`src/hdl/erfc_erf_approximation_core_assert.svh`:
```
// Assertion macros shared by erfc_div_cell and the top-level core.
`ifndef ERFC_ERF_APPROXIMATION_CORE_ASSERT_SVH
`define ERFC_ERF_APPROXIMATION_CORE_ASSERT_SVH

// Check a property outside reset.
`define ERFC_ASSERT(lbl, prop, msg) \
  lbl: assert property (@(posedge clk) disable iff (!rst_n) prop) else $error(msg);

// Check a property at every edge, reset included.
`define ERFC_ASSERT_RST(lbl, prop, msg) \
  lbl: assert property (@(posedge clk) prop) else $error(msg);

`endif

```
`src/hdl/erfc_pkg.sv`:
```
`timescale 1ns / 1ps
package erfc_pkg;

  localparam int IN_FRAC_BITS_DEF  = 12;
  localparam int OUT_FRAC_BITS_DEF = 24;

  localparam int XW           = 16;
  localparam int OW           = 25;
  localparam int QW           = 31;
  localparam int SW           = 33;
  localparam int PW           = 32;
  localparam int EW           = 33;
  localparam int UW           = 32;
  localparam int NW           = 7;
  localparam int FW           = 28;
  localparam int Y28W         = 34;
  localparam int DIV_STEPS    = 31;
  localparam int TAYLOR_TERMS = 12;

  localparam logic [63:0] DEC_SCALE = 64'd1000000000;
  localparam logic [63:0] DEC_HALF  = 64'd500000000;

  localparam logic [63:0] A1_Q30 = (64'd254829592 * (64'd1 << 30) + DEC_HALF) / DEC_SCALE;
  localparam logic [63:0] A2_Q30 = (64'd284496736 * (64'd1 << 30) + DEC_HALF) / DEC_SCALE;
  localparam logic [63:0] A3_Q30 = (64'd1421413741 * (64'd1 << 30) + DEC_HALF) / DEC_SCALE;
  localparam logic [63:0] A4_Q30 = (64'd1453152027 * (64'd1 << 30) + DEC_HALF) / DEC_SCALE;
  localparam logic [63:0] A5_Q30 = (64'd1061405429 * (64'd1 << 30) + DEC_HALF) / DEC_SCALE;
  localparam logic [63:0] PX_Q30 = (64'd327591100 * (64'd1 << 30) + DEC_HALF) / DEC_SCALE;
  localparam logic [63:0] L2E_Q28 = (64'd1442695041 * (64'd1 << 28) + DEC_HALF) / DEC_SCALE;
  localparam logic [63:0] LN2_Q32_W = (64'd693147181 * (64'd1 << 32) + DEC_HALF) / DEC_SCALE;

  localparam logic signed [SW-1:0] C_A1 = SW'(A1_Q30);
  localparam logic signed [SW-1:0] C_A2 = SW'(-A2_Q30);
  localparam logic signed [SW-1:0] C_A3 = SW'(A3_Q30);
  localparam logic signed [SW-1:0] C_A4 = SW'(-A4_Q30);
  localparam logic signed [SW-1:0] C_A5 = SW'(A5_Q30);
  localparam logic signed [SW-1:0] C_ZERO = '0;

  localparam logic [28:0] P_Q30     = 29'(PX_Q30);
  localparam logic [28:0] LOG2E_Q28 = 29'(L2E_Q28);
  localparam logic [31:0] LN2_Q32   = 32'(LN2_Q32_W);

  typedef struct packed {
    logic          vld;
    logic          flush;
    logic [NW-1:0] n;
  } exp_ctl_t;

endpackage

```
`src/hdl/erfc_div_cell.sv`:
```
`timescale 1ns / 1ps
`include "erfc_erf_approximation_core_assert.svh"
module erfc_div_cell
  import erfc_pkg::*;
#(
  parameter int DEN_W = 35
) (
  input  logic             clk,
  input  logic             rst_n,
  input  logic             vld_i,
  input  logic [DEN_W-1:0] rem_i,
  input  logic [DEN_W-1:0] den_i,
  input  logic [30:0]      low_i,
  input  logic [QW-1:0]    quo_i,
  output logic             vld_o,
  output logic [DEN_W-1:0] rem_o,
  output logic [DEN_W-1:0] den_o,
  output logic [30:0]      low_o,
  output logic [QW-1:0]    quo_o
);

  logic             vld_r;
  logic [DEN_W-1:0] rem_r, rem_nxt;
  logic [DEN_W-1:0] den_r;
  logic [30:0]      low_r, low_nxt;
  logic [QW-1:0]    quo_r, quo_nxt;
  logic [DEN_W:0]   trial, diff;
  logic             ge;

  always_comb begin
    trial   = {rem_i, low_i[30]};
    diff    = trial - {1'b0, den_i};
    ge      = trial >= {1'b0, den_i};
    rem_nxt = ge ? diff[DEN_W-1:0] : trial[DEN_W-1:0];
    low_nxt = {low_i[29:0], 1'b0};
    quo_nxt = {quo_i[QW-2:0], ge};
  end

  always_ff @(posedge clk) begin
    if (!rst_n) begin
      vld_r <= 1'b0;
    end else begin
      vld_r <= vld_i;
    end
  end

  always_ff @(posedge clk) begin
    rem_r <= rem_nxt;
    den_r <= den_i;
    low_r <= low_nxt;
    quo_r <= quo_nxt;
  end

  assign vld_o = vld_r;
  assign rem_o = rem_r;
  assign den_o = den_r;
  assign low_o = low_r;
  assign quo_o = quo_r;

  `ERFC_ASSERT(a_rem_below_den, vld_r && $past(vld_i) |-> rem_r < den_r, "remainder not below divisor")

endmodule

```
`config.mk`:
```
export PLATFORM = sky130hd
export DESIGN_NAME = erfc_div_cell
export DESIGN_NICKNAME = d
export VERILOG_FILES = /design/src/hdl/erfc_pkg.sv /design/src/hdl/erfc_div_cell.sv
export VERILOG_INCLUDE_DIRS = /design/src /design/src/hdl
export SDC_FILE = /design/constraint.sdc
export NUM_CORES = 1
export LEC_CHECK = 0
export ABC_AREA = 1
export BUFFER_PORTS_ARGS = -buffer_cell sky130_fd_sc_hd__buf_2
export CORE_UTILIZATION = 48
export CTS_CLUSTER_DIAMETER = 50
export CTS_CLUSTER_SIZE = 16
export DETAILED_ROUTE_END_ITERATION = 7
export GPL_TIMING_DRIVEN = 1
export MAX_ROUTING_LAYER = met4
export PLACE_DENSITY = 0.78
export SLEW_MARGIN = 20
export SYNTH_ARGS = -nofsm -noshare
export SYNTH_HDL_FRONTEND = slang
export SYNTH_SLANG_ARGS = --single-unit
```
`constraint.sdc`:
```
create_clock -name clk -period 2.25 [get_ports clk]
set_input_delay 0.1125 -clock clk [delete_from_list [all_inputs] [get_ports clk]]
set_output_delay 0.1125 -clock clk [all_outputs]
set_load 0.1 [all_outputs]
```
Word level (Yosys, flattened, before mapping)

Cells that the tools add are included.

Register bits: 132
Latch bits: 0
Memory bits (writable): 0
Bits in read-only memories: 0
Bits of input ports: 135
Memories kept: 0

Add/sub/neg operators: 1
Multiply operators: 0
Divide/modulo/power cells: 0
Magnitude comparators: 1
Equality and inequality tests: 0
Shift operators: 0
Multiplexer cells: 1
Bitwise gates (word level): 0
Reductions and logical operators: 0

Operator list:

| kind                           | number |
|---|---|
| >= comparator 36 x 35 -> 1 bit | 1 |
| two-way mux 35 bit             | 1 |
| subtractor 35 bit              | 1 |

Longest topological paths before layout

Word-level depth: 2
Gate-level depth with buffers: 16
Depth with buffers taken out: 15

Least setup slack after synthesis

No wires, ideal clock.

Kind: in2reg
Start point: input low_i[30]
End point: register rem_r[33] (netlist: rem_o[33])
Arrival time: 1580 ps
Required time: 2137 ps
Slack: 557 ps
Stages: 12
Buffers on the path: 1
Cell sequence: inv_1 > ha_1 > fa_1 > inv_1 > nand2_1 > nand3_1 > nand2_1 > nand3_1 > nand3_1 > buf_2 > nand4_1 > nand2_1

Word-level cells in the longest chain between the ends: 2
Elaborated cells on any way between the ends: 3
Classes of those cells: add/sub (1); order compare (1); mux (1)

RTL lines:

| what                                                                | RTL line                                 | RTL |
|---|---|---|
| start: declaration                                                  | erfc_div_cell.sv:13                      | `input logic [30:0] low_i,` |
| subtractor 35 bit or >= comparator 36 x 35 -> 1 bit (tied branches) | erfc_div_cell.sv:32, erfc_div_cell.sv:33 |  |
| two-way mux 35 bit (*)                                              | erfc_div_cell.sv:34                      | `rem_nxt = ge ? diff[DEN_W-1:0] : trial[DEN_W-1:0];` |
| net rem_nxt[33]                                                     | erfc_div_cell.sv:23                      | `logic [DEN_W-1:0] rem_r, rem_nxt;` |
| end signal: assignment                                              | erfc_div_cell.sv:48                      | `rem_r <= rem_nxt;` |
| end: declaration                                                    | erfc_div_cell.sv:23                      |  |

Mark *: on every way through the listed nets, which the timed path passes. The rest lies on a longest branch.
A chain may end at the register's enable or synchronous reset.

Worst setup path after layout

Start point: input den_i[22]
End point: register rem_r[18] (netlist: rem_o[18])

Word-level cells in the longest chain between the ends: 2

RTL lines:

| what                           | RTL line            | RTL |
|---|---|---|
| start: declaration             | erfc_div_cell.sv:12 | `input logic [DEN_W-1:0] den_i,` |
| >= comparator 36 x 35 -> 1 bit | erfc_div_cell.sv:33 | `ge = trial >= {1'b0, den_i};` |
| two-way mux 35 bit             | erfc_div_cell.sv:34 |  |
| net rem_nxt[18]                | erfc_div_cell.sv:23 |  |

The timed path passes the listed nets, and every way through them passes these cells.

==> impl_metrics.ini <==
[cells_and_area]
final_nets = 1406
drive_gt1_share_pct = 27.72
utilization_pct = 78.56
diodes = 0
areaGrowthSynthToFinish_pct = 57.70

[worst_hold_path]
hold_depth = 3
hold_start = rem_i[0]
hold_path.class = in2reg
hold_end = rem_o[1]$_DFF_P_

[global_routing]
grt_pass1_vias = 6861
grt_first_pass_wirelength_mm = 33.38
antenna_found_initial = 0
grt_usage_pct = 34.64
grt_max_degree = 41
overflow = 0

[outcome]
status = finished, final reports clean

[clock_network]
clockBufferDepth = 2
clkTransAtPathRegs_ns = 0.06
htreeDepth = 4
cts_setup_buffers = 0
clock-sinks = 132
cts_tree = done
cts-root-buf = clkbuf_16
cts_buffers = 17

[placed_design]
dp_hpwl_mm = 13.50
pre_cts_ws_ns = 0.09294
portBuffers = 265
gp_congestion = 0.9159

[worst_setup_path]
path_buf_inv = 5
required_ns = 2.54
critical_path_arrival_ns = 2.40
crit_slowest_cell = dlygate4sd3_1
path_cells = dlygate4sd3_1, buf_2, inv_1, ha_2, nand2_4, inv_1, nand2_1, nand2_1, nand2_1, nand2_1, a21oi_2, nand4_4, buf_12, nand2_1, o21ai_0
critical_path_class = in2reg
cp_common_cell = nand2_1
slowest_delay_ns = 0.59
path_max_fanout = 19
crit_path_start_kind = input pin
cp-end-kind = flip-flop
path_delay_family = buffers and inverters
crit_path_start = den_i[22]

[floorplan]
coreArea_um2 = 12160
boundaryPins = 268
num_rows = 40
die_w_um = 114.3
fp.dieH_um = 114.3
initial_core_util_pct = 49.81
die_area_um2 = 13070

[route]
avgViaCountPerCell = 4.814
wl_mm = 22.13
wl_per_cell_um = 15.63
vias = 6817
dr.first_iter.drc_count = 459
drc = 0
drtAntennaViolNets = 0
drt_first_pass_iters = 6

[synth]
yosysTopAreaCell = dfxtp_1
synthCells = 823
yosysSeqAreaShare_pct = 43.62
synth_nets = 994
ys_types = 34
ys_ff_latch = 132
synth_area_leaders = dfxtp_1, nand2_1, inv_1, ha_1, nor2_1
yosysWarnings = 0
syn_area_um2 = 6058
syn_area_per_cell_um2 = 7.361
yosysTopAreaCellShare_pct = 43.62

[flow_run]
max-cap-violations = 0

[power]
powerDensity_nw_per_um2 = 878.1
p_leak_nw = 5.254
irDropWorstVdd_v = 0.0005605

[timing]
fin_crit_ns = 2.105
finalCritPeriodShare_pct = 93.54
finalSetupViolCount = 0
slew_viol_final = 0
worst_pin_slew_ns = 0.5770
fin_ws_ns = 0.1453
fmax_mhz = 475.1
slew_headroom_pct = 61.49
hold_slack_ns = 0.02912
hold_viol_final = 0
cells in the mapped netlist (all sizes together):
library cell  count
nor4              1
a21boi            1
xor2             17
or2               1
a21oi            29
and2              1
nand2           260
inv             157
nand4            18
nand3b            7
o21bai            7
ha               35
buf               8
nand3            44
o21ai            27
dfxtp           132
conb              1
nor3             11
clkbuf            2
nor2             61
xnor2             1
fa                1
clkinv            1
kinds of logic (layout without fill, tap and decap cells):
group           after synthesis  in the layout  synth area share [%]
simple gates                404            404                 29.45
other cells                   1              1               0.06190
compound gates               64             64                 5.742
buf+inv                     168            593                 10.97
flops                       132            132                 43.62
fa+ha+maj                    36             36                 7.559
xor+xnor                     18             18                 2.602
metrics by stage:
stage	total power, mW	std cells	area, µm²	TNS, ns
after global routing	8.684	1416	9554	-0.03013
after floorplan	4.922	823	6058	0
after global placement	5.437	1252	7594	0
after detailed placement	5.457	1252	7594	0
after CTS	8.270	1415	9472	0
final	8.389	1416	9554	0
where the power goes:
group / switching (mW) / leakage, nW / total (mW) / internal, mW
clock network: 1.12 / 0.276 / 2.69 / 1.56
registers: 0.0631 / 1.11 / 2.62 / 2.55
logic: 2.39 / 3.86 / 3.08 / 0.697
total: 3.57 / 5.25 / 8.39 / 4.82
cell usage in the layout, fill, tap and decap left out, types with 2 or more instances in the layout:
cell / n
buf_2: 265
nand2_1: 250
inv_1: 155
dfxtp_1: 132
dlygate4sd3_1: 131
nor2_1: 50
nand3_1: 33
ha_1: 31
a21oi_1: 26
o21ai_0: 25
clkbuf_16: 18
nand4_1: 17
xor2_1: 17
nand3_2: 11
nor3_1: 10
nand2_2: 9
nor2_2: 8
o21bai_1: 7
nand3b_1: 7
buf_4: 4
a21oi_2: 3
nor2_4: 3
ha_2: 3
inv_6: 3
clkinv_2: 3
clkinv_4: 3
inv_2: 2
o21ai_1: 2
clkinvlp_4: 2
buf_12: 2
worst max-delay path by stage:
stage / endpoint / slack (ns) / cells past startpoint
final: rem_o[18]$_DFF_P_ / 0.15 / 15
after CTS: rem_o[33]$_DFF_P_ / 0.006 / 12
after floorplan: rem_o[33]$_DFF_P_ / 0.56 / 12
after global placement: rem_o[32]$_DFF_P_ / 0.14 / 15
after global routing: rem_o[32]$_DFF_P_ / -0.02 / 15
after detailed placement: rem_o[32]$_DFF_P_ / 0.09 / 15
flip-flops by register name, indices dropped and copies added, names as in the netlist:
signal / cells
quo_o: 31
den_o: 35
vld_o: 1
rem_o: 35
low_o: 30
final cells by class:
cell class | instances | area [µm²]
repair buffers | 403 | 2733
flip-flops and latches | 132 | 2643
multi-input cells | 523 | 2809
clock buffers | 19 | 442.9
inverters | 158 | 593.1
fillers | 862 | 2608
well taps | 168 | 210.2
clock inverters | 13 | 123.9
per-layer routing:
metal  vias to the layer above  global-route usage, %  part of all wire, %  wire length, µm
li1                       3357                      -                    -                -
met1                      3060                  36.01                   38             8429
met2                       323                  61.17                   50            11130
met3                        77                  8.470                  7.2             1600
met4                         0                  17.06                  4.4              973
met5                         -                      -                    0                0
timing repair:
action,4_1_cts,5_1_grt
resized for setup,0,15
endpoints found under the setup margin,0,34
hold buffers,131,0
endpoints found under the hold margin,130,0
Note: power is estimated with default switching activity, not from simulation.
