File: src/hdl/erfc_erf_approximation_core_assert.svh
// Assertion macros shared by erfc_div_cell and the top-level core.
`ifndef ERFC_ERF_APPROXIMATION_CORE_ASSERT_SVH
`define ERFC_ERF_APPROXIMATION_CORE_ASSERT_SVH

// Check a property outside reset.
`define ERFC_ASSERT(lbl, prop, msg) \
  lbl: assert property (@(posedge clk) disable iff (!rst_n) prop) else $error(msg);

// Check a property at every edge, reset included.
`define ERFC_ASSERT_RST(lbl, prop, msg) \
  lbl: assert property (@(posedge clk) prop) else $error(msg);

`endif

File: src/hdl/erfc_pkg.sv
`timescale 1ns / 1ps
package erfc_pkg;

  localparam int IN_FRAC_BITS_DEF  = 12;
  localparam int OUT_FRAC_BITS_DEF = 24;

  localparam int XW           = 16;
  localparam int OW           = 25;
  localparam int QW           = 31;
  localparam int SW           = 33;
  localparam int PW           = 32;
  localparam int EW           = 33;
  localparam int UW           = 32;
  localparam int NW           = 7;
  localparam int FW           = 28;
  localparam int Y28W         = 34;
  localparam int DIV_STEPS    = 31;
  localparam int TAYLOR_TERMS = 12;

  localparam logic [63:0] DEC_SCALE = 64'd1000000000;
  localparam logic [63:0] DEC_HALF  = 64'd500000000;

  localparam logic [63:0] A1_Q30 = (64'd254829592 * (64'd1 << 30) + DEC_HALF) / DEC_SCALE;
  localparam logic [63:0] A2_Q30 = (64'd284496736 * (64'd1 << 30) + DEC_HALF) / DEC_SCALE;
  localparam logic [63:0] A3_Q30 = (64'd1421413741 * (64'd1 << 30) + DEC_HALF) / DEC_SCALE;
  localparam logic [63:0] A4_Q30 = (64'd1453152027 * (64'd1 << 30) + DEC_HALF) / DEC_SCALE;
  localparam logic [63:0] A5_Q30 = (64'd1061405429 * (64'd1 << 30) + DEC_HALF) / DEC_SCALE;
  localparam logic [63:0] PX_Q30 = (64'd327591100 * (64'd1 << 30) + DEC_HALF) / DEC_SCALE;
  localparam logic [63:0] L2E_Q28 = (64'd1442695041 * (64'd1 << 28) + DEC_HALF) / DEC_SCALE;
  localparam logic [63:0] LN2_Q32_W = (64'd693147181 * (64'd1 << 32) + DEC_HALF) / DEC_SCALE;

  localparam logic signed [SW-1:0] C_A1 = SW'(A1_Q30);
  localparam logic signed [SW-1:0] C_A2 = SW'(-A2_Q30);
  localparam logic signed [SW-1:0] C_A3 = SW'(A3_Q30);
  localparam logic signed [SW-1:0] C_A4 = SW'(-A4_Q30);
  localparam logic signed [SW-1:0] C_A5 = SW'(A5_Q30);
  localparam logic signed [SW-1:0] C_ZERO = '0;

  localparam logic [28:0] P_Q30     = 29'(PX_Q30);
  localparam logic [28:0] LOG2E_Q28 = 29'(L2E_Q28);
  localparam logic [31:0] LN2_Q32   = 32'(LN2_Q32_W);

  typedef struct packed {
    logic          vld;
    logic          flush;
    logic [NW-1:0] n;
  } exp_ctl_t;

endpackage

File: src/hdl/erfc_hrn_cell.sv
`timescale 1ns / 1ps
module erfc_hrn_cell
  import erfc_pkg::*;
#(
  parameter logic signed [SW-1:0] COEF = C_ZERO
) (
  input  logic                 clk,
  input  logic                 rst_n,
  input  logic                 vld_i,
  input  logic signed [SW-1:0] s_i,
  input  logic [QW-1:0]        t_i,
  output logic                 vld_o,
  output logic signed [SW-1:0] s_o,
  output logic [QW-1:0]        t_o
);

  logic                 vld1_r, vld_r;
  logic                 neg_r;
  logic [SW+QW-1:0]     prod_r;
  logic [QW-1:0]        t1_r, t_r;
  logic signed [SW-1:0] s_r, s_nxt;
  logic [SW-1:0]        mag;
  logic [SW+QW:0]       rnd;
  logic signed [SW-1:0] rs;

  always_comb begin
    mag   = s_i[SW-1] ? SW'(-s_i) : SW'(s_i);
    rnd   = ({1'b0, prod_r} + (65'd1 << 29)) >> 30;
    rs    = SW'(rnd);
    s_nxt = COEF + (neg_r ? -rs : rs);
  end

  always_ff @(posedge clk) begin
    if (!rst_n) begin
      vld1_r <= 1'b0;
      vld_r  <= 1'b0;
    end else begin
      vld1_r <= vld_i;
      vld_r  <= vld1_r;
    end
  end

  always_ff @(posedge clk) begin
    neg_r  <= s_i[SW-1];
    prod_r <= mag * t_i;
    t1_r   <= t_i;
    s_r    <= s_nxt;
    t_r    <= t1_r;
  end

  assign vld_o = vld_r;
  assign s_o   = s_r;
  assign t_o   = t_r;

endmodule

File: config.mk
export PLATFORM = sky130hd
export DESIGN_NAME = erfc_hrn_cell
export DESIGN_NICKNAME = d
export VERILOG_FILES = /design/src/hdl/erfc_erf_approximation_core_assert.svh /design/src/hdl/erfc_pkg.sv /design/src/hdl/erfc_hrn_cell.sv
export SDC_FILE = /design/constraint.sdc
export NUM_CORES = 2
export LEC_CHECK = 0
export BUFFER_PORTS_ARGS = -buffer_cell sky130_fd_sc_hd__buf_2
export CAP_MARGIN = 0
export CELL_PAD_IN_SITES_DETAIL_PLACEMENT = 0
export CELL_PAD_IN_SITES_GLOBAL_PLACEMENT = 1
export CORE_ASPECT_RATIO = 1.25
export CORE_MARGIN = 2
export CORE_UTILIZATION = 45
export CTS_CLUSTER_DIAMETER = 150
export DETAILED_ROUTE_END_ITERATION = 8
export MAX_ROUTING_LAYER = met4
export PLACE_DENSITY_LB_ADDON = 0.1
export SETUP_SLACK_MARGIN = 0.05
export SLEW_MARGIN = 20
export SYNTH_ARGS = -nofsm -noshare
export SYNTH_HDL_FRONTEND = slang
export SYNTH_SLANG_ARGS = --single-unit
File: constraint.sdc
create_clock -name clk -period 10.35 [get_ports clk]
set_input_delay 1.035 -clock clk [delete_from_list [all_inputs] [get_ports clk]]
set_output_delay 1.035 -clock clk [all_outputs]
set_load 0.005 [all_outputs]
# Yosys cells after proc, flatten, opt, wreduce, memory -nomap -nowiden
# Cells that the tools add are included.
totals:
  mem_bits_ro: 0
  wordCells: 13
  reg_bits: 161
  mem_count: 0
  latch_bits: 0
  in_bits: 67
  ram_bits: 0
classes:
  bitwise: 0
  reduce_logical: 0
  n_addsub: 3
  n_eq_ne: 0
  multipliers: 1
  n_lt_le_gt_ge: 0
  shift: 0
  div: 0
  n_mux: 2
ops:
  columns: ["op", "count"]
  rows:
  - ["two-way mux 33 bit", 2]
  - ["negation 33 bit", 2]
  - ["adder 63 x 30 -> 63 bit (second input constant)", 1]
  - ["multiplier 33 x 31 -> 63 bit", 1]

# Depth between registers and ports, before layout
depth:
  ltp_word: 3
  mapped_depth: 36
  ltp_nobuf: 34

# Least setup slack after synthesis
# Ideal clock, no wire load.
synth_path:
  path_type: "input-to-reg"
  from: "input port s_i[7]"
  to: "register prod_r[56]"
  t_required_ns: 10.230
  stages: 34
  setup_slack_ns: 1.115
  arrival_time_ns: 9.115
  setup_time_ns: 0.120
  n_path_buf: 2
  path_cell_list: "or4_1 > nor3_1 > nor2b_1 > nand2_1 > o31ai_1 > xnor2_1 > clkbuf_1 > nand2_1 > fa_1 > inv_1 > fa_1 > inv_1 > fa_1 > inv_1 > fa_1 > inv_1 > fa_1 > inv_1 > fa_1 > fa_1 > inv_1 > fa_1 > inv_1 > ha_1 > clkbuf_1 > a21o_1 > a21o_1 > a21oi_1 > a21oi_1 > a211o_1 > a21o_1 > a31oi_1 > o21ai_0 > xnor2_1"
synth_via:
  elab_chain_len: 3
synth_rtl:
  columns: ["item", "line", "rtl"]
  rows:
  - ["from (decl)", "erfc_hrn_cell.sv:10", "input logic signed [SW-1:0] s_i,"]
  - ["negation 33 bit", "erfc_hrn_cell.sv:27", "mag = s_i[SW-1] ? SW'(-s_i) : SW'(s_i);"]
  - ["two-way mux 33 bit *", "erfc_hrn_cell.sv:27", null]
  - ["multiplier 33 x 31 -> 63 bit *", "erfc_hrn_cell.sv:45", "prod_r <= mag * t_i;"]
  - ["to (signal assigned)", "erfc_hrn_cell.sv:45", null]
  - ["to (decl)", "erfc_hrn_cell.sv:19", "logic [SW+QW-1:0] prod_r;"]
# Every way passes the cells marked *; elsewhere a longest branch is shown, timed or not.
# A chain may end at the register's enable or synchronous reset.

# Worst setup path after layout
layout_path:
  from: "input port s_i[7]"
  to: "register prod_r[57]"
# The elaborated chain is that of the path after synthesis.

==> flow_summary.json <==
{
  "cp.arrival_ns": 10.16,
  "status": "finished clean",
  "syn_avg_cell_area_um2": 9.23,
  "grt.total_usage": 0.284,
  "rows": 117,
  "core-area_um2": 81700,
  "slew_headroom": 0.247,
  "dr.first_iter.drc_count": 1280,
  "startpoint_type": "input port",
  "rsz0062_at_grt": "no",
  "synth-seq-cells": 132,
  "layout-drive-gt1-share": 0.0754,
  "wl_per_cell_um": 21.8,
  "fin_crit_sh": 0.944,
  "ys_warn_count": 0,
  "vias": 27070,
  "syn-cell-area_um2": 37200,
  "drv_slew": 0,
  "ant_nets": 0,
  "n_antenna_cell": 0,
  "worstPathMaxFanout": 18,
  "netlist_instances": 4033,
  "fmax_mhz": 102,
  "hp-class": "reg -> reg",
  "ys_types": 78,
  "dieArea_um2": 85000,
  "path_buf_inv": 5,
  "dp_hpwl_um": 89900,
  "muxShareOfSynthArea": 0.00168,
  "synth_xor_area_frac": 0.0325,
  "cpMostUsedCell": "fa_1",
  "synth_compound_area_frac": 0.0443,
  "regToRegSetupSlack_ns": 6.98,
  "grt_pass1_wl_um": 176000,
  "cts_tree": "done",
  "drtPass1Iterations": 6,
  "area_growth_pct": 7.23,
  "critPathKind": "in -> reg",
  "route.detailed.drc": 0,
  "multi_input_area_um2": 30900,
  "fin_ws_ns": 0.583,
  "synthAdderAreaFrac": 0.565,
  "antenna_found_initial": 4,
  "io_pins": 132,
  "cts_hold_buf": 0,
  "finalCriticalPeriod_ns": 9.77,
  "fin_setup_tns_ns": 0,
  "clk-insertion-delay-late_ns": 0.47,
  "synth_edf_count": 0,
  "synth_top_family_by_area": "adder cells",
  "overflow": 0,
  "r2r-start": "prod_r[30]$_DFF_P_",
  "num-fill-cells": 7966,
  "layout_commonest_cell": "fa_1",
  "wl_um": 112000,
  "max_stage_delay_ns": 0.61,
  "cts_buffers": 17,
  "worstHoldStart": "t1_r[20]$_DFF_P_",
  "grt_max_degree": 36,
  "ys.flop_type": "dfxtp_1",
  "pre_cts_ws_ns": 0.104,
  "nets": 5256,
  "root_buffer": "clkbuf_16",
  "crit_required_ns": 10.75,
  "via_per_inst": 5.28,
  "yosys.area_share.simple": 0.179,
  "io_buffers": 131,
  "start_util": 0.456,
  "tightestPinTransition_ns": 1.12,
  "finalSetupViolCount": 0,
  "critPathLaunch": "s_i[7]",
  "globalplace.congestion": 0.885,
  "critPathCaptureType": "register",
  "grt_pass1_vias": 30171,
  "hold_viol": 0,
  "fp.dieH_um": 326,
  "async_reset_ff_frac": 0,
  "fin_worst_skew_ns": 0.00862,
  "die_x_um": 261,
  "final_cell_mix": "fa_1, inv_1, nand2_1, and2_1, ha_1",
  "htreeDepth": 4,
  "path_clk_slew_ns": 0.07,
  "cp_slowest_cell": "or4_1",
  "cts_buffer_depth": 2,
  "path_delay_family": "adder cells",
  "syn-num-nets": 5244,
  "cts.sinks": 132,
  "yosysSeqAreaShare": 0.0710,
  "seqCellArea_um2": 2640,
  "max_cap_violations": 0
}
-- layer usage --
layer | vias up | routed length [µm] | part of all wire | GRT usage
li1 | 11922 | - | - | -
met1 | 14403 | 43700 | 0.39 | 0.330
met2 | 531 | 60600 | 0.54 | 0.511
met3 | 214 | 2950 | 0.026 | 0.0177
met4 | 0 | 4780 | 0.043 | 0.107
met5 | - | 0 | 0 | -
-- cell type report --
class / count / share of cell area
Inverter: 830 / 0.0781
Sequential cell: 132 / 0.0662
Clock buffer: 18 / 0.0108
Multi-Input combinational cell: 2853 / 0.773
Timing Repair Buffer: 211 / 0.0340
Clock inverter: 14 / 0.00411
Tap cell: 1071 / 0.0336
-- stage by stage --
step	utilization	instance area, µm²	hold WS [ns]	cells
2_1_floorplan	-	37200	0.310	4033
3_3_place_gp	0.481	39300	0.310	5097
4_1_cts	0.489	39900	0.321	5129
5_1_grt	0.489	39900	0.320	5129
3_5_place_dp	0.481	39300	0.312	5097
6_report	0.489	39900	0.317	5129
-- cell families after synthesis --
logic type | count (synthesis)
fa+ha+maj | 1144
mux | 6
buf+inv | 1048
flops | 132
xor+xnor | 138
simple gates | 1313
compound gates | 252
-- worst paths after layout --
path | end | cells after the start
setup / recovery | prod_r[57]$_DFF_P_ | 30
hold / removal | t_o[20]$_DFF_P_ | 0
setup reg to reg | s_o[29]$_DFF_P_ | 11
hold reg to reg | t_o[20]$_DFF_P_ | 0
-- cells in the mapped netlist (4+ instances only) --
cell | number | area (µm²)
and3_1 | 9 | 56.3
nand2b_1 | 9 | 56.3
nand3_1 | 34 | 170
nor4_1 | 13 | 81.3
dfxtp_1 | 132 | 2640
mux2i_1 | 4 | 40.0
ha_1 | 251 | 3140
fa_1 | 893 | 17900
and2_1 | 516 | 3230
nor2_1 | 51 | 191
and4_1 | 4 | 35.0
nor3_1 | 17 | 85.1
nand2_1 | 591 | 2220
a21boi_0 | 4 | 30.0
nor2b_1 | 7 | 43.8
buf_2 | 4 | 20.0
or3_1 | 6 | 37.5
inv_1 | 830 | 3120
a211oi_1 | 7 | 52.6
a21oi_1 | 65 | 325
o21bai_1 | 10 | 75.1
o211ai_1 | 5 | 37.5
xnor2_1 | 95 | 832
nand4_1 | 23 | 144
a31oi_1 | 16 | 100
xor2_1 | 43 | 377
o21ai_0 | 51 | 255
a21o_1 | 33 | 248
o31ai_1 | 16 | 120
clkbuf_1 | 207 | 777
nor3_2 | 4 | 40.0
o21ai_1 | 6 | 30.0
-- timing repair --
item	4_1_cts	5_1_grt
setup endpoints to repair	0	9
resized for setup	0	2
buffers inserted	0	0
-- flip-flops by register name (all words and copies together) (netlist names) --
register / count
vld1_r: 1
s_o: 33
vld_o: 1
neg_r: 1
t_o: 31
t1_r: 31
prod_r: 34
-- worst register-to-register path, delay by kind of cell, from the launching register on --
kind | cells | cell delay [ns]
AOI/OAI and AO/OA | 3 | 0.98
xor gates and xnor gates | 2 | 0.43
adders and majority gates | 1 | 0.40
buffers and inverters | 1 | 0.23
DFF | 1 | 0.52
and+or+nand+nor | 4 | 0.73
Power is not shown: default switching activity piles up to over one toggle a cycle in this logic, so the estimate is an artifact.
