`src/hdl/erfc_erf_approximation_core_assert.svh`:
```
// Assertion macros shared by erfc_div_cell and the top-level core.
`ifndef ERFC_ERF_APPROXIMATION_CORE_ASSERT_SVH
`define ERFC_ERF_APPROXIMATION_CORE_ASSERT_SVH

// Check a property outside reset.
`define ERFC_ASSERT(lbl, prop, msg) \
  lbl: assert property (@(posedge clk) disable iff (!rst_n) prop) else $error(msg);

// Check a property at every edge, reset included.
`define ERFC_ASSERT_RST(lbl, prop, msg) \
  lbl: assert property (@(posedge clk) prop) else $error(msg);

`endif

```
`src/hdl/erfc_pkg.sv`:
```
`timescale 1ns / 1ps
package erfc_pkg;

  localparam int IN_FRAC_BITS_DEF  = 12;
  localparam int OUT_FRAC_BITS_DEF = 24;

  localparam int XW           = 16;
  localparam int OW           = 25;
  localparam int QW           = 31;
  localparam int SW           = 33;
  localparam int PW           = 32;
  localparam int EW           = 33;
  localparam int UW           = 32;
  localparam int NW           = 7;
  localparam int FW           = 28;
  localparam int Y28W         = 34;
  localparam int DIV_STEPS    = 31;
  localparam int TAYLOR_TERMS = 12;

  localparam logic [63:0] DEC_SCALE = 64'd1000000000;
  localparam logic [63:0] DEC_HALF  = 64'd500000000;

  localparam logic [63:0] A1_Q30 = (64'd254829592 * (64'd1 << 30) + DEC_HALF) / DEC_SCALE;
  localparam logic [63:0] A2_Q30 = (64'd284496736 * (64'd1 << 30) + DEC_HALF) / DEC_SCALE;
  localparam logic [63:0] A3_Q30 = (64'd1421413741 * (64'd1 << 30) + DEC_HALF) / DEC_SCALE;
  localparam logic [63:0] A4_Q30 = (64'd1453152027 * (64'd1 << 30) + DEC_HALF) / DEC_SCALE;
  localparam logic [63:0] A5_Q30 = (64'd1061405429 * (64'd1 << 30) + DEC_HALF) / DEC_SCALE;
  localparam logic [63:0] PX_Q30 = (64'd327591100 * (64'd1 << 30) + DEC_HALF) / DEC_SCALE;
  localparam logic [63:0] L2E_Q28 = (64'd1442695041 * (64'd1 << 28) + DEC_HALF) / DEC_SCALE;
  localparam logic [63:0] LN2_Q32_W = (64'd693147181 * (64'd1 << 32) + DEC_HALF) / DEC_SCALE;

  localparam logic signed [SW-1:0] C_A1 = SW'(A1_Q30);
  localparam logic signed [SW-1:0] C_A2 = SW'(-A2_Q30);
  localparam logic signed [SW-1:0] C_A3 = SW'(A3_Q30);
  localparam logic signed [SW-1:0] C_A4 = SW'(-A4_Q30);
  localparam logic signed [SW-1:0] C_A5 = SW'(A5_Q30);
  localparam logic signed [SW-1:0] C_ZERO = '0;

  localparam logic [28:0] P_Q30     = 29'(PX_Q30);
  localparam logic [28:0] LOG2E_Q28 = 29'(L2E_Q28);
  localparam logic [31:0] LN2_Q32   = 32'(LN2_Q32_W);

  typedef struct packed {
    logic          vld;
    logic          flush;
    logic [NW-1:0] n;
  } exp_ctl_t;

endpackage

```
`src/hdl/erfc_tay_cell.sv`:
```
`timescale 1ns / 1ps
module erfc_tay_cell
  import erfc_pkg::*;
#(
  parameter int K = 1
) (
  input  logic          clk,
  input  logic          rst_n,
  input  exp_ctl_t      ctl_i,
  input  logic [EW-1:0] term_i,
  input  logic [EW-1:0] e_i,
  input  logic [UW-1:0] u_i,
  output exp_ctl_t      ctl_o,
  output logic [EW-1:0] term_o,
  output logic [EW-1:0] e_o,
  output logic [UW-1:0] u_o
);

  localparam logic [35:0] RECIP = 36'((64'd1 << 35) / K);
  localparam bit          ODD   = (K % 2) == 1;

  exp_ctl_t      ctl1_r, ctl2_r, ctl_r;
  logic [64:0]   p1_r;
  logic [EW-1:0] e1_r, e2_r, e_r, e_nxt;
  logic [UW-1:0] u1_r, u2_r, u_r;
  logic [31:0]   a, a2_r;
  logic [67:0]   m2_r;
  logic [31:0]   qest, q;
  logic [35:0]   qk, rem;
  logic [EW-1:0] term_r;

  always_comb begin
    a     = p1_r[63:32];
    qest  = 32'(m2_r >> 35);
    qk    = 36'(qest) * 36'(K);
    rem   = {4'b0, a2_r} - qk;
    q     = qest + 32'(rem >= 36'(K));
    e_nxt = ODD ? e2_r - EW'(q) : e2_r + EW'(q);
  end

  always_ff @(posedge clk) begin
    if (!rst_n) begin
      ctl1_r <= '0;
      ctl2_r <= '0;
      ctl_r  <= '0;
    end else begin
      ctl1_r <= ctl_i;
      ctl2_r <= ctl1_r;
      ctl_r  <= ctl2_r;
    end
  end

  always_ff @(posedge clk) begin
    p1_r   <= term_i * u_i;
    e1_r   <= e_i;
    u1_r   <= u_i;
    a2_r   <= a;
    m2_r   <= a * RECIP;
    e2_r   <= e1_r;
    u2_r   <= u1_r;
    term_r <= EW'(q);
    e_r    <= e_nxt;
    u_r    <= u2_r;
  end

  assign ctl_o  = ctl_r;
  assign term_o = term_r;
  assign e_o    = e_r;
  assign u_o    = u_r;

endmodule

```
`config.mk`:
```
export PLATFORM = sky130hd
export DESIGN_NAME = erfc_tay_cell
export DESIGN_NICKNAME = d
export VERILOG_FILES = /design/src/hdl/erfc_erf_approximation_core_assert.svh /design/src/hdl/erfc_pkg.sv /design/src/hdl/erfc_tay_cell.sv
export SDC_FILE = /design/constraint.sdc
export NUM_CORES = 2
export LEC_CHECK = 0
export BUFFER_PORTS_ARGS = -buffer_cell sky130_fd_sc_hd__buf_2
export CAP_MARGIN = 15
export CORE_MARGIN = 2
export CORE_UTILIZATION = 40
export DETAILED_ROUTE_END_ITERATION = 7
export PLACE_DENSITY_LB_ADDON = 0.08
export SYNTH_ARGS = -nofsm -noshare
export SYNTH_HDL_FRONTEND = slang
export SYNTH_SLANG_ARGS = --single-unit
```
`constraint.sdc`:
```
create_clock -name clk -period 9.2 [get_ports clk]
set_clock_uncertainty 0.05 [all_clocks]
set_input_delay 0.46 -clock clk [delete_from_list [all_inputs] [get_ports clk]]
set_output_delay 0.46 -clock clk [all_outputs]
set_load 0.01 [all_outputs]
```
== Word-level counts from Yosys, hierarchy flattened ==
Cells that the tools add are included.
Word-level totals
  bits in registers: 350
  input bits: 109
  output and inout bits: 107
Cells by class
  $add $sub $neg: 3
  $mul: 1
  $lt $le $gt $ge: 1
Operator list (number)
  $mul A33 B32 Y64: 1
  $ge A36 B1 Y1 const B: 1
  $sub A32 B32 Y33: 1
  $sub A33 B32 Y33: 1
  $add A32 B1 Y32: 1

== Longest topological paths before layout ==
  depth after elaboration: 4
  depth in mapped cells: 29
  depth with buffers taken out: 28

== Worst setup path after synthesis ==
OpenSTA, ideal clock, no wires.
  kind: input-to-reg
  start: input term_i[28]
  end: register p1_r[61]
  setup time: 119 ps
  arrival: 7036 ps
  slack: 1996 ps
  cell stages on the path: 25
  path buffers: 1
  path through: clkbuf_1 > nand2_1 > fa_1 > inv_1 > fa_1 > fa_1 > inv_1 > fa_1 > inv_1 > fa_1 > fa_1 > fa_1 > inv_1 > fa_1 > inv_1 > ha_1 > nand2_1 > nor4_1 > nand2_1 > a2bb2oi_1 > o2111ai_2 > a41oi_2 > o21ai_4 > a31oi_1 > o221a_2
On the way
  cells in the longest elaborated chain, start to end: 1
RTL lines
  start, declared: line erfc_tay_cell.sv:10  | input logic [EW-1:0] term_i,
  $mul A33 B32 Y64: line erfc_tay_cell.sv:54  | p1_r <= term_i * u_i;
  end signal, assigned: line erfc_tay_cell.sv:54
  end, declared: line erfc_tay_cell.sv:23  | logic [64:0] p1_r;
No other way between the ends.
A chain may end at the register's enable or synchronous reset.

== Final worst setup path ==
  start: input term_i[9]
  end: register p1_r[59]
The elaborated chain is that of the path after synthesis.

==> flow_summary.toml <==
[detailed_routing]
drt_drc_violations_left = 0
routed_antenna_nets = 0
vias = 27989
vias_per_cell = 4.83
initial_detailed_routing_violation_count = 1158
drt-wirelength-per-cell_um = 20.5
drt_wl_total_mm = 119
detail_route.first_pass.iterations = 5

[clock_tree]
clk_transition_reported_paths_ps = 60
post-cts-setup-buffer-count = 0
ctsResizeCount = 0
cts_buffers = 37
insertion_delay_to_the_later_sink_of_the_worst_skew_pair_ps = 610
cts_tree = "yes"
ctsHtreeMaxLevel = 2
clockBufferDepth = 3
clock-root-buffer = "sky130_fd_sc_hd__clkbuf_16"
holdBufCountCts = 39
cts_num_sinks = 318

[synth]
yosysUniqueCellTypes = 58
synth_enable_flop_cells = 0
syn-mean-instance-area_um2 = 9.70
yosys_register_bits = 318
count_of_yosys_warnings_during_synthesis = 0
synth_sequential_area_ratio_pct = 15.5
synth_nets = 5558
fraction_of_registers_with_async_set_reset_pct = 0
syn_inst = 4237
syn_std_cell_area_mm2 = 0.0411
yosys_most_used_dff = "sky130_fd_sc_hd__dfxtp_1"

[worst_setup_path]
critical_path.endpoint = "p1_r[59]"
peak_per_stage_delay_on_the_critical_path_ps = 850
crit_type = "in -> reg"
rr_startpoint = "a2_r[1]"
reg2reg_setup_slack_ps = 5760
timing.critical_path.max_delay_family = "adder cells"
timing.critical_path.from_type = "input pin"
critical_path_arrival_ps = 9040
critPathBufInv = 6
reg2reg_depth = 12
worstSetupPathDepth = 25
worst_path_max_delay_cell = "sky130_fd_sc_hd__nor4_1"
path_max_fanout = 24
setup.worst_path.end_class = "flop"
startpoint = "term_i[9]"
worst_path_most_repeated_cell = "sky130_fd_sc_hd__fa_1"
timing.critical_path.required_ps = 9630
rr_endpoint = "e_o[29]"

[floorplan]
die_outline_area_mm2 = 0.105
num_io_pins = 216
floorplan.die.height_um = 325
fp.coreArea_mm2 = 0.102
initial_utilization_pct = 40.3
std_cell_rows = 117
die_width_um = 325

[placement]
hpwl_mm = 96.5
placement.io_buffers = 214
finalWeightedCongestion = 0.859

[global_routing]
gr-usage-all-layers_pct = 23.1
grt_start_max_net_pins = 35
number_of_antenna_violations_at_the_first_check_in_global_routing = 6
grt_pass1_wl_mm = 185
grt_pass1_vias = 31271
grt_overflow_total = 0

[timing]
worst_slew_margin_rel_pct = 35.6
unrepaired_setup_endpoints_after_global_routing = "false"
timing.final.hold_violations = 0
clock.fmax_ghz = 0.116
final_slew_viol_count = 0
timing.final.crit_period_ps = 8620
fin_setup_tns_ps = 0
worst_slew_pin_slew_ps = 957
final_min_period_over_clock_period_pct = 93.7
finalSetupViolations = 0

[finish]
layout-drive-gt1-share_pct = 7.85
nNetsFinal = 5715
area_growth_syn_to_layout_pct = 10.1

[job]
maxCapViolations = 0

[min_path]
hold_path_class = "in -> reg"

[outcome]
result_of_the_run = "complete, no violations"
==> logic make-up after synthesis <==
group / Yosys count / synth area share, %
simple gates: 1243 / 15.0
buf+inv: 1171 / 10.7
fa+ha+maj: 1212 / 53.8
flops: 318 / 15.5
xor+xnor: 60 / 1.28
compound gates: 232 / 3.74
other cells: 1 / 0.00912
==> cell type report <==
cell class	instances	area [µm²]
clock inverter	10	154
inverter	969	3640
clock buffer	53	1080
tap	1368	1710
antenna	3	7.51
timing repair buffer	320	1960
sequential	318	6370
fill	10198	56600
multi-input combinational	2748	30300
==> per-layer routing <==
metal | vias up | part of all wire, % | GRT usage [%]
li1 | 12599 | - | -
met4 | 0 | 3.6 | 7.82
met2 | 474 | 55 | 44.4
met5 | - | 0 | 0
met3 | 156 | 2.5 | 1.85
met1 | 14760 | 39 | 26.9
==> worst min-delay path by stage <==
stage,endpoint,depth (start not counted),slack (ps),start
floorplan,a2_r[0],0,260,p1_r[32]
global placement,u2_r[5],0,260,u1_r[5]
detailed placement,e2_r[29],0,260,e1_r[29]
CTS,ctl1_r[3],2,0.4,ctl_i[3]
global route,ctl1_r[3],2,40,ctl_i[3]
finish,ctl1_r[3],2,40,ctl_i[3]
==> metrics by stage <==
stage | setup WS (ps) | cells | area (µm²) | util [%] | hold slack, ps
2_1_floorplan | 2000 | 4237 | 41100 | - | 260
6_report | 583 | 5789 | 45300 | 44.4 | 39.0
5_1_grt | 412 | 5786 | 45200 | 44.4 | 40.2
3_5_place_dp | 69.3 | 5684 | 43600 | 42.8 | 262
3_3_place_gp | 133 | 5684 | 43600 | 42.8 | 260
4_1_cts | 683 | 5786 | 45200 | 44.4 | 0.400
==> placed cells by master (no fill, tap or decap), types with 4 or more instances in the layout <==
cell type	synthesis	layout
sky130_fd_sc_hd__and4_1	4	4
sky130_fd_sc_hd__and3_1	11	11
sky130_fd_sc_hd__a21oi_1	70	70
sky130_fd_sc_hd__a31oi_1	9	9
sky130_fd_sc_hd__nor2b_1	16	16
sky130_fd_sc_hd__xnor2_1	45	45
sky130_fd_sc_hd__o21ai_0	40	40
sky130_fd_sc_hd__o211ai_1	4	4
sky130_fd_sc_hd__buf_2	0	214
sky130_fd_sc_hd__nor4_1	6	6
sky130_fd_sc_hd__inv_1	969	969
sky130_fd_sc_hd__clkbuf_16	0	37
sky130_fd_sc_hd__nor2_1	38	38
sky130_fd_sc_hd__clkbuf_8	0	9
sky130_fd_sc_hd__clkbuf_1	201	7
sky130_fd_sc_hd__nand3_1	10	10
sky130_fd_sc_hd__nand2_1	602	602
sky130_fd_sc_hd__o21a_1	11	11
sky130_fd_sc_hd__ha_1	287	287
sky130_fd_sc_hd__buf_4	1	67
sky130_fd_sc_hd__dfxtp_1	318	318
sky130_fd_sc_hd__o21bai_1	13	13
sky130_fd_sc_hd__or3_1	4	4
sky130_fd_sc_hd__nand2b_1	6	6
sky130_fd_sc_hd__nor3_1	9	9
sky130_fd_sc_hd__a211oi_1	8	8
sky130_fd_sc_hd__a21o_1	37	37
sky130_fd_sc_hd__nand4_1	12	12
sky130_fd_sc_hd__xor2_1	15	15
sky130_fd_sc_hd__dlygate4sd3_1	0	39
sky130_fd_sc_hd__and2_1	523	523
sky130_fd_sc_hd__fa_1	925	925
==> worst reg2reg max path: stages, from the launching register on <==
cell and delay (ps):
sky130_fd_sc_hd__dfxtp_1 380, sky130_fd_sc_hd__inv_1 60, sky130_fd_sc_hd__ha_1 260, sky130_fd_sc_hd__nor2b_1 120
sky130_fd_sc_hd__o21ai_0 220, sky130_fd_sc_hd__a21boi_1 130, sky130_fd_sc_hd__o21ai_0 280, sky130_fd_sc_hd__a21oi_1 220
sky130_fd_sc_hd__a21oi_1 510, sky130_fd_sc_hd__o21ai_1 250, sky130_fd_sc_hd__a31oi_1 460, sky130_fd_sc_hd__nor2_1 100
sky130_fd_sc_hd__a311o_1 280
==> cell usage after synthesis, types with 3 or more instances <==
cell                       number  share of area, %
sky130_fd_sc_hd__a211oi_1       8              0.15
sky130_fd_sc_hd__a21o_1        37              0.68
sky130_fd_sc_hd__a21oi_1       70              0.85
sky130_fd_sc_hd__a221oi_1       3             0.064
sky130_fd_sc_hd__a311oi_1       3             0.064
sky130_fd_sc_hd__a31oi_1        9              0.14
sky130_fd_sc_hd__and2_1       523               8.0
sky130_fd_sc_hd__and3_1        11              0.17
sky130_fd_sc_hd__and4_1         4             0.085
sky130_fd_sc_hd__clkbuf_1     201               1.8
sky130_fd_sc_hd__dfxtp_1      318                15
sky130_fd_sc_hd__fa_1         925                45
sky130_fd_sc_hd__ha_1         287               8.7
sky130_fd_sc_hd__inv_1        969               8.8
sky130_fd_sc_hd__nand2_1      602               5.5
sky130_fd_sc_hd__nand2b_1       6             0.091
sky130_fd_sc_hd__nand3_1       10              0.12
sky130_fd_sc_hd__nand4_1       12              0.18
sky130_fd_sc_hd__nor2_1        38              0.35
sky130_fd_sc_hd__nor2b_1       16              0.24
sky130_fd_sc_hd__nor3_1         9              0.11
sky130_fd_sc_hd__nor4_1         6             0.091
sky130_fd_sc_hd__o211ai_1       4             0.073
sky130_fd_sc_hd__o21a_1        11              0.20
sky130_fd_sc_hd__o21ai_0       40              0.49
sky130_fd_sc_hd__o21bai_1      13              0.24
sky130_fd_sc_hd__o31a_1         3             0.064
sky130_fd_sc_hd__o31ai_1        3             0.055
sky130_fd_sc_hd__or3_1          4             0.061
sky130_fd_sc_hd__xnor2_1       45              0.96
sky130_fd_sc_hd__xor2_1        15              0.32
==> state kept, by name, indices dropped and copies added, names as in the netlist, 32 cells and up <==
| register | cells |
|---|---|
| u_o | 32 |
| u2_r | 32 |
| term_o | 32 |
| e2_r | 33 |
| e1_r | 33 |
| e_o | 33 |
| a2_r | 32 |
| p1_r | 32 |
| u1_r | 32 |
Power is not shown: default switching activity piles up to over one toggle a cycle in this logic, so the estimate is an artifact.
